File: config.mk
export PLATFORM = sky130hd
export DESIGN_NAME = line_follow_pid_drive_core
export DESIGN_NICKNAME = d
export VERILOG_FILES = /design/src/design/lfpd_pkg.sv /design/src/design/lfpd_front.sv /design/src/design/lfpd_mult.sv /design/src/design/lfpd_mix.sv /design/src/design/line_follow_pid_drive_core.sv
export SDC_FILE = /design/constraint.sdc
export NUM_CORES = 2
export LEC_CHECK = 0
export ABC_AREA = 1
export BUFFER_PORTS_ARGS = -buffer_cell sky130_fd_sc_hd__buf_4
export CORE_AREA = 2 2 393 239
export CTS_CLUSTER_DIAMETER = 30
export DETAILED_ROUTE_END_ITERATION = 7
export DIE_AREA = 0 0 395 241
export PLACE_DENSITY_LB_ADDON = 0.2
export SLEW_MARGIN = 20
export SYNTH_ARGS = -nofsm -noshare
export SYNTH_HDL_FRONTEND = slang
export SYNTH_SLANG_ARGS = --single-unit
File: constraint.sdc
create_clock -name clock -period 18.45 [get_ports clock]
set_input_delay 3.69 -clock clock [delete_from_list [all_inputs] [get_ports clock]]
set_output_delay 3.69 -clock clock [all_outputs]
set_load 0.03 [all_outputs]
File: src/design/lfpd_pkg.sv
package lfpd_pkg;

   // Sizes of the sample and integral datapaths.
   localparam int SAMPLE_BITS = 10;
   localparam int SUM_BITS    = 32;

   // Fixed field widths.
   localparam int THRESH_BITS = 10;
   localparam int GAIN_BITS   = 16;
   localparam int ERR_BITS    = 3;
   localparam int DELTA_BITS  = ERR_BITS + 1;
   localparam int SPEED_BITS  = 8;
   localparam int DIR_BITS    = 10;
   localparam int MAG_BITS    = DIR_BITS - 1;

   // Samples and the threshold are compared at the wider of their two widths.
   localparam int CMP_BITS = (SAMPLE_BITS > THRESH_BITS) ? SAMPLE_BITS : THRESH_BITS;

   // Product and sum widths follow from the operand widths.
   localparam int PROD_P_BITS = GAIN_BITS + ERR_BITS;
   localparam int PROD_I_BITS = GAIN_BITS + SUM_BITS;
   localparam int PROD_D_BITS = GAIN_BITS + DELTA_BITS;
   localparam int MIX_BITS    = PROD_I_BITS + 1;

   // Configuration port.
   localparam int CSR_INDEX_BITS = 3;
   localparam int CSR_DATA_BITS  = GAIN_BITS;

   localparam logic [CSR_INDEX_BITS-1:0] CSR_BLACK_THRESH = 3'd0;
   localparam logic [CSR_INDEX_BITS-1:0] CSR_GAIN_P       = 3'd1;
   localparam logic [CSR_INDEX_BITS-1:0] CSR_GAIN_I       = 3'd2;
   localparam logic [CSR_INDEX_BITS-1:0] CSR_GAIN_D       = 3'd3;

   localparam logic [THRESH_BITS-1:0] THRESH_RESET = 10'd512;

   // Drive mapping constants.
   localparam logic [SPEED_BITS-1:0] FULL_SPEED = 8'd255;
   localparam logic signed [DIR_BITS-1:0] DIR_LIMIT     = 10'sd510;
   localparam logic signed [DIR_BITS-1:0] DIR_LIMIT_NEG = -10'sd510;

   typedef logic signed [ERR_BITS-1:0] err_type;

   // Configuration registers as seen by the datapath.
   typedef struct packed {
      logic [THRESH_BITS-1:0]      black_thresh;
      logic signed [GAIN_BITS-1:0] gain_p;
      logic signed [GAIN_BITS-1:0] gain_i;
      logic signed [GAIN_BITS-1:0] gain_d;
   } cfg_type;

   // Result of the error stage for one item.
   typedef struct packed {
      err_type                      err;
      logic signed [SUM_BITS-1:0]   sum;
      logic signed [DELTA_BITS-1:0] delta;
   } front_type;

   // Registered products for one item.
   typedef struct packed {
      err_type                       err;
      logic signed [PROD_P_BITS-1:0] prod_p;
      logic signed [PROD_I_BITS-1:0] prod_i;
      logic signed [PROD_D_BITS-1:0] prod_d;
   } prod_type;

   // Black pattern (far left, left, right, far right) to line position.
   function automatic err_type pos_error(input logic [3:0] pattern);
      err_type e;
      case (pattern)
         4'b0001: e = 3'sd3;
         4'b0010: e = 3'sd1;
         4'b0011: e = 3'sd2;
         4'b0100: e = -3'sd1;
         4'b0111: e = 3'sd3;
         4'b1000: e = -3'sd3;
         4'b1100: e = -3'sd2;
         4'b1110: e = -3'sd3;
         default: e = 3'sd0;
      endcase
      return e;
   endfunction

endpackage

File: src/design/lfpd_front.sv
module lfpd_front (
   input  logic                               clock,
   input  logic                               reset,
   input  logic                               accept,
   input  logic [lfpd_pkg::THRESH_BITS-1:0]   black_thresh,
   input  logic [lfpd_pkg::SAMPLE_BITS-1:0]   far_left_sample,
   input  logic [lfpd_pkg::SAMPLE_BITS-1:0]   left_sample,
   input  logic [lfpd_pkg::SAMPLE_BITS-1:0]   right_sample,
   input  logic [lfpd_pkg::SAMPLE_BITS-1:0]   far_right_sample,
   output lfpd_pkg::front_type                front
);
   import lfpd_pkg::*;

   logic signed [SUM_BITS-1:0] error_sum_ff, error_sum_in;
   err_type                    last_error_ff, last_error_in;
   logic [CMP_BITS-1:0]        thresh_ext;
   logic [3:0]                 pattern;
   err_type                    err;
   logic signed [SUM_BITS:0]   sum_wide;

   // Threshold each sample and look up the line position.
   always_comb begin
      thresh_ext = CMP_BITS'(black_thresh);
      pattern[3] = CMP_BITS'(far_left_sample)  > thresh_ext;
      pattern[2] = CMP_BITS'(left_sample)      > thresh_ext;
      pattern[1] = CMP_BITS'(right_sample)     > thresh_ext;
      pattern[0] = CMP_BITS'(far_right_sample) > thresh_ext;
      err = pos_error(pattern);
   end

   // Saturating integral and the change of error since the last item.
   always_comb begin
      sum_wide = {error_sum_ff[SUM_BITS-1], error_sum_ff}
               + {{(SUM_BITS-ERR_BITS+1){err[ERR_BITS-1]}}, err};
      if (sum_wide[SUM_BITS] != sum_wide[SUM_BITS-1]) begin
         front.sum = {sum_wide[SUM_BITS], {(SUM_BITS-1){~sum_wide[SUM_BITS]}}};
      end else begin
         front.sum = sum_wide[SUM_BITS-1:0];
      end
      front.err   = err;
      front.delta = {err[ERR_BITS-1], err} - {last_error_ff[ERR_BITS-1], last_error_ff};
      error_sum_in  = accept ? front.sum : error_sum_ff;
      last_error_in = accept ? err : last_error_ff;
   end

   always_ff @(posedge clock) begin
      if (reset) begin
         error_sum_ff  <= '0;
         last_error_ff <= '0;
      end else begin
         error_sum_ff  <= error_sum_in;
         last_error_ff <= last_error_in;
      end
   end

endmodule

File: src/design/lfpd_mult.sv
module lfpd_mult (
   input  logic                 clock,
   input  logic                 reset,
   input  logic                 accept,
   input  lfpd_pkg::front_type  front,
   input  lfpd_pkg::cfg_type    cfg,
   input  logic                 next_ready,
   output logic                 ready,
   output logic                 prod_valid,
   output lfpd_pkg::prod_type   prod
);
   import lfpd_pkg::*;

   logic     valid_ff, valid_in;
   prod_type prod_ff, prod_in;
   logic signed [PROD_P_BITS-1:0] gp_ext, ep_ext;
   logic signed [PROD_I_BITS-1:0] gi_ext, si_ext;
   logic signed [PROD_D_BITS-1:0] gd_ext, dd_ext;

   // The stage can load when empty or when its item moves on.
   assign ready = !valid_ff || next_ready;

   // Three gain products, operands sign-extended to the product width.
   always_comb begin
      gp_ext = {{(PROD_P_BITS-GAIN_BITS){cfg.gain_p[GAIN_BITS-1]}}, cfg.gain_p};
      ep_ext = {{(PROD_P_BITS-ERR_BITS){front.err[ERR_BITS-1]}}, front.err};
      gi_ext = {{(PROD_I_BITS-GAIN_BITS){cfg.gain_i[GAIN_BITS-1]}}, cfg.gain_i};
      si_ext = {{(PROD_I_BITS-SUM_BITS){front.sum[SUM_BITS-1]}}, front.sum};
      gd_ext = {{(PROD_D_BITS-GAIN_BITS){cfg.gain_d[GAIN_BITS-1]}}, cfg.gain_d};
      dd_ext = {{(PROD_D_BITS-DELTA_BITS){front.delta[DELTA_BITS-1]}}, front.delta};
      prod_in.err    = front.err;
      prod_in.prod_p = gp_ext * ep_ext;
      prod_in.prod_i = gi_ext * si_ext;
      prod_in.prod_d = gd_ext * dd_ext;
   end

   always_comb begin
      if (accept) begin
         valid_in = 1'b1;
      end else if (next_ready) begin
         valid_in = 1'b0;
      end else begin
         valid_in = valid_ff;
      end
   end

   always_ff @(posedge clock) begin
      if (reset) begin
         valid_ff <= 1'b0;
      end else begin
         valid_ff <= valid_in;
      end
   end

   always_ff @(posedge clock) begin
      if (accept) begin
         prod_ff <= prod_in;
      end
   end

   assign prod_valid = valid_ff;
   assign prod      = prod_ff;

endmodule

File: src/design/lfpd_mix.sv
module lfpd_mix (
   input  logic                              clock,
   input  logic                              reset,
   input  logic                              prod_valid,
   input  lfpd_pkg::prod_type                prod,
   output logic                              ready,
   output logic                              rsp_valid,
   input  logic                              rsp_stall,
   output logic [lfpd_pkg::SPEED_BITS-1:0]   rsp_left_speed,
   output logic                              rsp_left_reverse,
   output logic [lfpd_pkg::SPEED_BITS-1:0]   rsp_right_speed,
   output logic                              rsp_right_reverse,
   output logic signed [lfpd_pkg::ERR_BITS-1:0] rsp_position_error
);
   import lfpd_pkg::*;

   logic                       valid_ff, valid_in;
   logic                       load;
   logic signed [MIX_BITS-1:0] mix;
   logic signed [DIR_BITS-1:0] dir;
   logic [MAG_BITS-1:0]        mag;
   logic [SPEED_BITS-1:0]      slow_speed;
   logic                       slow_rev;
   logic [SPEED_BITS-1:0]      left_speed_ff, left_speed_in;
   logic [SPEED_BITS-1:0]      right_speed_ff, right_speed_in;
   logic                       left_rev_ff, left_rev_in;
   logic                       right_rev_ff, right_rev_in;
   err_type                    err_ff;

   assign ready = !valid_ff || !rsp_stall;
   assign load  = prod_valid && ready;

   // Sum the three terms and clamp the direction.
   always_comb begin
      mix = {{(MIX_BITS-PROD_P_BITS){prod.prod_p[PROD_P_BITS-1]}}, prod.prod_p}
          + {{(MIX_BITS-PROD_I_BITS){prod.prod_i[PROD_I_BITS-1]}}, prod.prod_i}
          + {{(MIX_BITS-PROD_D_BITS){prod.prod_d[PROD_D_BITS-1]}}, prod.prod_d};
      if (mix > MIX_BITS'(DIR_LIMIT)) begin
         dir = DIR_LIMIT;
      end else if (mix < MIX_BITS'(DIR_LIMIT_NEG)) begin
         dir = DIR_LIMIT_NEG;
      end else begin
         dir = mix[DIR_BITS-1:0];
      end
   end

   // Map the direction onto the two wheels; the inner wheel slows or reverses.
   always_comb begin
      mag = dir[DIR_BITS-1] ? MAG_BITS'(-dir) : MAG_BITS'(dir);
      if (mag > MAG_BITS'(FULL_SPEED)) begin
         slow_speed = SPEED_BITS'(mag - MAG_BITS'(FULL_SPEED));
         slow_rev   = 1'b1;
      end else begin
         slow_speed = FULL_SPEED - SPEED_BITS'(mag);
         slow_rev   = 1'b0;
      end
      left_speed_in  = FULL_SPEED;
      left_rev_in    = 1'b0;
      right_speed_in = FULL_SPEED;
      right_rev_in   = 1'b0;
      if (dir > 0) begin
         right_speed_in = slow_speed;
         right_rev_in   = slow_rev;
      end else if (dir < 0) begin
         left_speed_in = slow_speed;
         left_rev_in   = slow_rev;
      end
   end

   always_comb begin
      if (load) begin
         valid_in = 1'b1;
      end else if (!rsp_stall) begin
         valid_in = 1'b0;
      end else begin
         valid_in = valid_ff;
      end
   end

   always_ff @(posedge clock) begin
      if (reset) begin
         valid_ff <= 1'b0;
      end else begin
         valid_ff <= valid_in;
      end
   end

   // Result register; holds while the receiver stalls.
   always_ff @(posedge clock) begin
      if (load) begin
         left_speed_ff  <= left_speed_in;
         left_rev_ff    <= left_rev_in;
         right_speed_ff <= right_speed_in;
         right_rev_ff   <= right_rev_in;
         err_ff         <= prod.err;
      end
   end

   assign rsp_valid          = valid_ff;
   assign rsp_left_speed     = left_speed_ff;
   assign rsp_left_reverse   = left_rev_ff;
   assign rsp_right_speed    = right_speed_ff;
   assign rsp_right_reverse  = right_rev_ff;
   assign rsp_position_error = err_ff;

endmodule

File: src/design/line_follow_pid_drive_core.sv
// Line-following PID controller with differential wheel drive.
// Input channel (req_): four reflectance samples per item, handshake by
// req_valid and req_stall. Result channel (rsp_): wheel speeds, reverse
// flags and the table position error, handshake by rsp_valid and rsp_stall.
// Configuration (csr_): threshold and the three gains, written by index while
// the block is idle (a rule for the user; the block does not enforce it);
// indices beyond the last register are ignored. Items pass the product
// register, then the result register, which drives rsp_. Throughput: one
// item per cycle while rsp_stall is low, set by the integral update at the
// input, which feeds the next item. The products are registered in a
// middle stage; sum, clamp and drive mapping fill the result register.
// When the receiver stalls, the result register holds its item, the product
// stage takes one more item only if empty, and then req_stall is raised.
// Reset clears the integral, the previous error, the gains and all items in
// flight, and sets the threshold to 512.
module line_follow_pid_drive_core (
   input  logic                                  clock,
   input  logic                                  reset,
   input  logic                                  req_valid,
   output logic                                  req_stall,
   input  logic [lfpd_pkg::SAMPLE_BITS-1:0]      req_far_left_sample,
   input  logic [lfpd_pkg::SAMPLE_BITS-1:0]      req_left_sample,
   input  logic [lfpd_pkg::SAMPLE_BITS-1:0]      req_right_sample,
   input  logic [lfpd_pkg::SAMPLE_BITS-1:0]      req_far_right_sample,
   output logic                                  rsp_valid,
   input  logic                                  rsp_stall,
   output logic [lfpd_pkg::SPEED_BITS-1:0]       rsp_left_speed,
   output logic                                  rsp_left_reverse,
   output logic [lfpd_pkg::SPEED_BITS-1:0]       rsp_right_speed,
   output logic                                  rsp_right_reverse,
   output logic signed [lfpd_pkg::ERR_BITS-1:0]  rsp_position_error,
   input  logic                                  csr_write,
   input  logic [lfpd_pkg::CSR_INDEX_BITS-1:0]   csr_index,
   input  logic [lfpd_pkg::CSR_DATA_BITS-1:0]    csr_wdata
);
   import lfpd_pkg::*;

   cfg_type   cfg_ff, cfg_in;
   front_type front;
   prod_type  prod;
   logic      accept;
   logic      mult_ready;
   logic      mix_ready;
   logic      prod_valid;

   // Configuration register writes.
   always_comb begin
      cfg_in = cfg_ff;
      if (csr_write) begin
         case (csr_index)
            CSR_BLACK_THRESH: cfg_in.black_thresh = csr_wdata[THRESH_BITS-1:0];
            CSR_GAIN_P:       cfg_in.gain_p       = csr_wdata[GAIN_BITS-1:0];
            CSR_GAIN_I:       cfg_in.gain_i       = csr_wdata[GAIN_BITS-1:0];
            CSR_GAIN_D:       cfg_in.gain_d       = csr_wdata[GAIN_BITS-1:0];
            default:          cfg_in = cfg_ff;
         endcase
      end
   end

   always_ff @(posedge clock) begin
      if (reset) begin
         cfg_ff.black_thresh <= THRESH_RESET;
         cfg_ff.gain_p       <= '0;
         cfg_ff.gain_i       <= '0;
         cfg_ff.gain_d       <= '0;
      end else begin
         cfg_ff <= cfg_in;
      end
   end

   // An item enters when the product stage can take it.
   assign req_stall = !mult_ready;
   assign accept    = req_valid && mult_ready;

   lfpd_front u_front (
      .clock            (clock),
      .reset            (reset),
      .accept           (accept),
      .black_thresh     (cfg_ff.black_thresh),
      .far_left_sample  (req_far_left_sample),
      .left_sample      (req_left_sample),
      .right_sample     (req_right_sample),
      .far_right_sample (req_far_right_sample),
      .front            (front)
   );

   lfpd_mult u_mult (
      .clock      (clock),
      .reset      (reset),
      .accept     (accept),
      .front      (front),
      .cfg        (cfg_ff),
      .next_ready (mix_ready),
      .ready      (mult_ready),
      .prod_valid (prod_valid),
      .prod       (prod)
   );

   lfpd_mix u_mix (
      .clock              (clock),
      .reset              (reset),
      .prod_valid         (prod_valid),
      .prod               (prod),
      .ready              (mix_ready),
      .rsp_valid          (rsp_valid),
      .rsp_stall          (rsp_stall),
      .rsp_left_speed     (rsp_left_speed),
      .rsp_left_reverse   (rsp_left_reverse),
      .rsp_right_speed    (rsp_right_speed),
      .rsp_right_reverse  (rsp_right_reverse),
      .rsp_position_error (rsp_position_error)
   );

endmodule

==> out/qor.csv <==
stage,metric,value,unit
floorplan,die-width,395,um
critical_path,critPathLaunchType,input port,
critical_path,critical_path.max_fanout,37,
placed_design,placed_cells,5924,
global_routing,grt_antenna_before_repair,4,
clock_tree,clk_pin_slew_worst_paths,0.06,ns
synthesis,ys_ff_latch,206,
finish,fin_cells,5996,
sta,setup_viol,0,
clock_tree,cts_resized,0,
clock_tree,insertion_delay,0.56,ns
detailed_routing,drtIter0Drc,2621,
critical_path,crit_family,adder cells,
floorplan,die_h,241,um
detailed_routing,dr.pass1.iters,5,
placed_design,place_congestion,0.937,
critical_path,crit_slowest_cell,fa_1,
critical_path,cp_num_buf_inv,9,
finish,final_common_cell,inv_1,
placed_design,place_ws,2.12,ns
clock_tree,cts_sinks,206,
sta,worst_slew_pin_slew,1.08,ns
detailed_routing,via_count,29300,
synthesis,syn_area,36500,um^2
sta,rsz0062_at_grt,false,
floorplan,io-pin-count,87,
clock_tree,cts_tree,built,
finish,final_nets,5692,
critical_path,slowest_delay,0.58,ns
detailed_routing,route.detailed.drc,0,
finish,final_cell_mix,"1,027 x inv_1, 998 x nand2_1, 587 x fa_1",
detailed_routing,wl_per_cell,18.6,um
sta,fin_crit,15.84,ns
synthesis,avgSynthCellArea,7.76,um^2
clock_tree,clockRootBuffer,clkbuf_16,
synthesis,synth_cell_types,55,
floorplan,dieArea,95200,um^2
critical_path,end_kind,flop,
sta,finalHoldViolations,0,
sta,fmax,63.1,MHz
clock_tree,numCtsBuffers,39,
critical_path,arrival,16.19,ns
global_routing,grt_pass1_vias,28700,
clock_tree,h-tree-depth,2,
hold_path,hold_class,reg -> reg,
sta,tns,0,ns
placed_design,hpwl,94200,um
clock_tree,holdBufCountCts,0,
status,status,"complete, no violations",
placed_design,portBuffers,86,
floorplan,core-area,91400,um^2
global_routing,track_usage,0.238,
detailed_routing,avgViaCountPerCell,4.89,
floorplan,start_util,0.399,
clock_tree,cts_max_path_buffers,3,
finish,final_core_util,0.435,
floorplan,placementRows,86,
finish,drive_gt1_frac,0.0619,
synthesis,synthCells,4700,
clock_tree,cts_setup_buffers,0,
synthesis,synth_nets,5659,
global_routing,grt_max_degree,82,
finish,area_growth,8.92,%
sta,slew_viol_final,0,
flow_run,cap_viol_max_count,0,
synthesis,yosys_warnings,0,
global_routing,grt_overflow,0,
detailed_routing,wl,111000,um
critical_path,worstSetupPathType,in -> reg,
global_routing,grt_pass1_wl,173000,um
synthesis,yosysSeqAreaShare,0.143,
finish,num_antenna_cells,0,
detailed_routing,ant_nets,0,
sta,max_slew_margin,0.274,
sta,fin_crit_sh,0.859,
critical_path,crit_top_cell,nand2_1,
critical_path,required,18.80,ns
sta,skew,0.0381,ns
sta,setup_ws,2.61,ns
[cells by family (layout without fill, tap and decap cells)]
| logic type | count (synthesis) | count (layout) | share of synthesized area |
|---|---|---|---|
| compound gates | 453 | 453 | 0.0676 |
| fa+ha+maj | 895 | 895 | 0.428 |
| simple gates | 1829 | 1829 | 0.204 |
| xor+xnor | 134 | 134 | 0.0333 |
| buf+inv | 1183 | 1247 | 0.124 |
| flops | 206 | 206 | 0.143 |
[path summary, 6_finish.rpt]
check / from / cells after the start / slack [ns] / end
worst max-delay path: req_right_sample[5] / 57 / 2.61 / u_mult.prod[67]$_DFFE_PP_
worst min-delay path: u_mult.prod[88]$_DFFE_PP_ / 0 / 0.41 / u_mix.rsp_position_error[1]$_DFFE_PP_
worst max register to register: cfg_ff[53]$_SDFFE_PP0P_ / 57 / 5.28 / u_mult.prod[67]$_DFFE_PP_
worst min register to register: u_mult.prod[88]$_DFFE_PP_ / 0 / 0.41 / u_mix.rsp_position_error[1]$_DFFE_PP_
[cells in the mapped netlist, drive strengths merged]
cell type	number	area, um^2
a2111oi	2	17.5
a211oi	5	47.5
a21boi	5	41.3
a21o	6	45.0
a21oi	239	1200
a221oi	1	8.76
a31oi	26	163
a41oi	1	8.76
and2	3	18.8
buf	34	201
clkbuf	77	289
clkinv	7	27.5
dfxtp	95	1900
edfxtp	111	3330
fa	587	11800
ha	308	3850
inv	1065	4000
nand2	1032	3980
nand3	150	793
nand3b	9	67.6
nand4	34	213
nor2	574	2220
nor3	19	105
nor3b	1	12.5
o2111ai	1	8.76
o211ai	12	90.1
o21a	4	30.0
o21ai	132	668
o21bai	16	120
o221ai	1	8.76
o22ai	1	6.26
o31ai	1	7.51
or2	7	43.8
xnor2	49	444
xor2	85	771
[metrics by stage]
step                      instance area, um^2  hold WS (ns)
after floorplan                         36500         0.400
after global placement                  38300         0.403
after detailed placement                38300         0.406
after CTS                               39700         0.417
after global routing                    39700         0.427
final                                   39700         0.415
[layer usage]
layer	track usage	vias up	wire, um
met5	0	-	0
met1	0.399	14000	59900
met4	0.0211	0	742
met2	0.276	987	36300
li1	-	14300	-
met3	0.0937	44	14300
[state kept, by name, summed over array words and instances, names as in the netlist]
register	flops
u_mix.rsp_position_error	3
u_mix.rsp_valid	1
u_mix.rsp_left_speed	8
cfg_ff	58
u_mult.prod	90
u_mix.rsp_right_speed	8
u_front.error_sum_ff	32
u_front.last_error_ff	3
u_mix.rsp_left_reverse	1
u_mix.rsp_right_reverse	1
u_mult.prod_valid	1
[layout make-up]
class | count | area [um^2]
Timing Repair Buffer | 103 | 773
Inverter | 1072 | 4030
Fill cell | 9286 | 51600
Multi-Input combinational cell | 3311 | 26800
Sequential cell | 206 | 5240
Clock inverter | 25 | 337
Tap cell | 1232 | 1540
Clock buffer | 47 | 1060
Power is not shown: default switching activity piles up to over one toggle a cycle in this logic, so the estimate is an artifact.
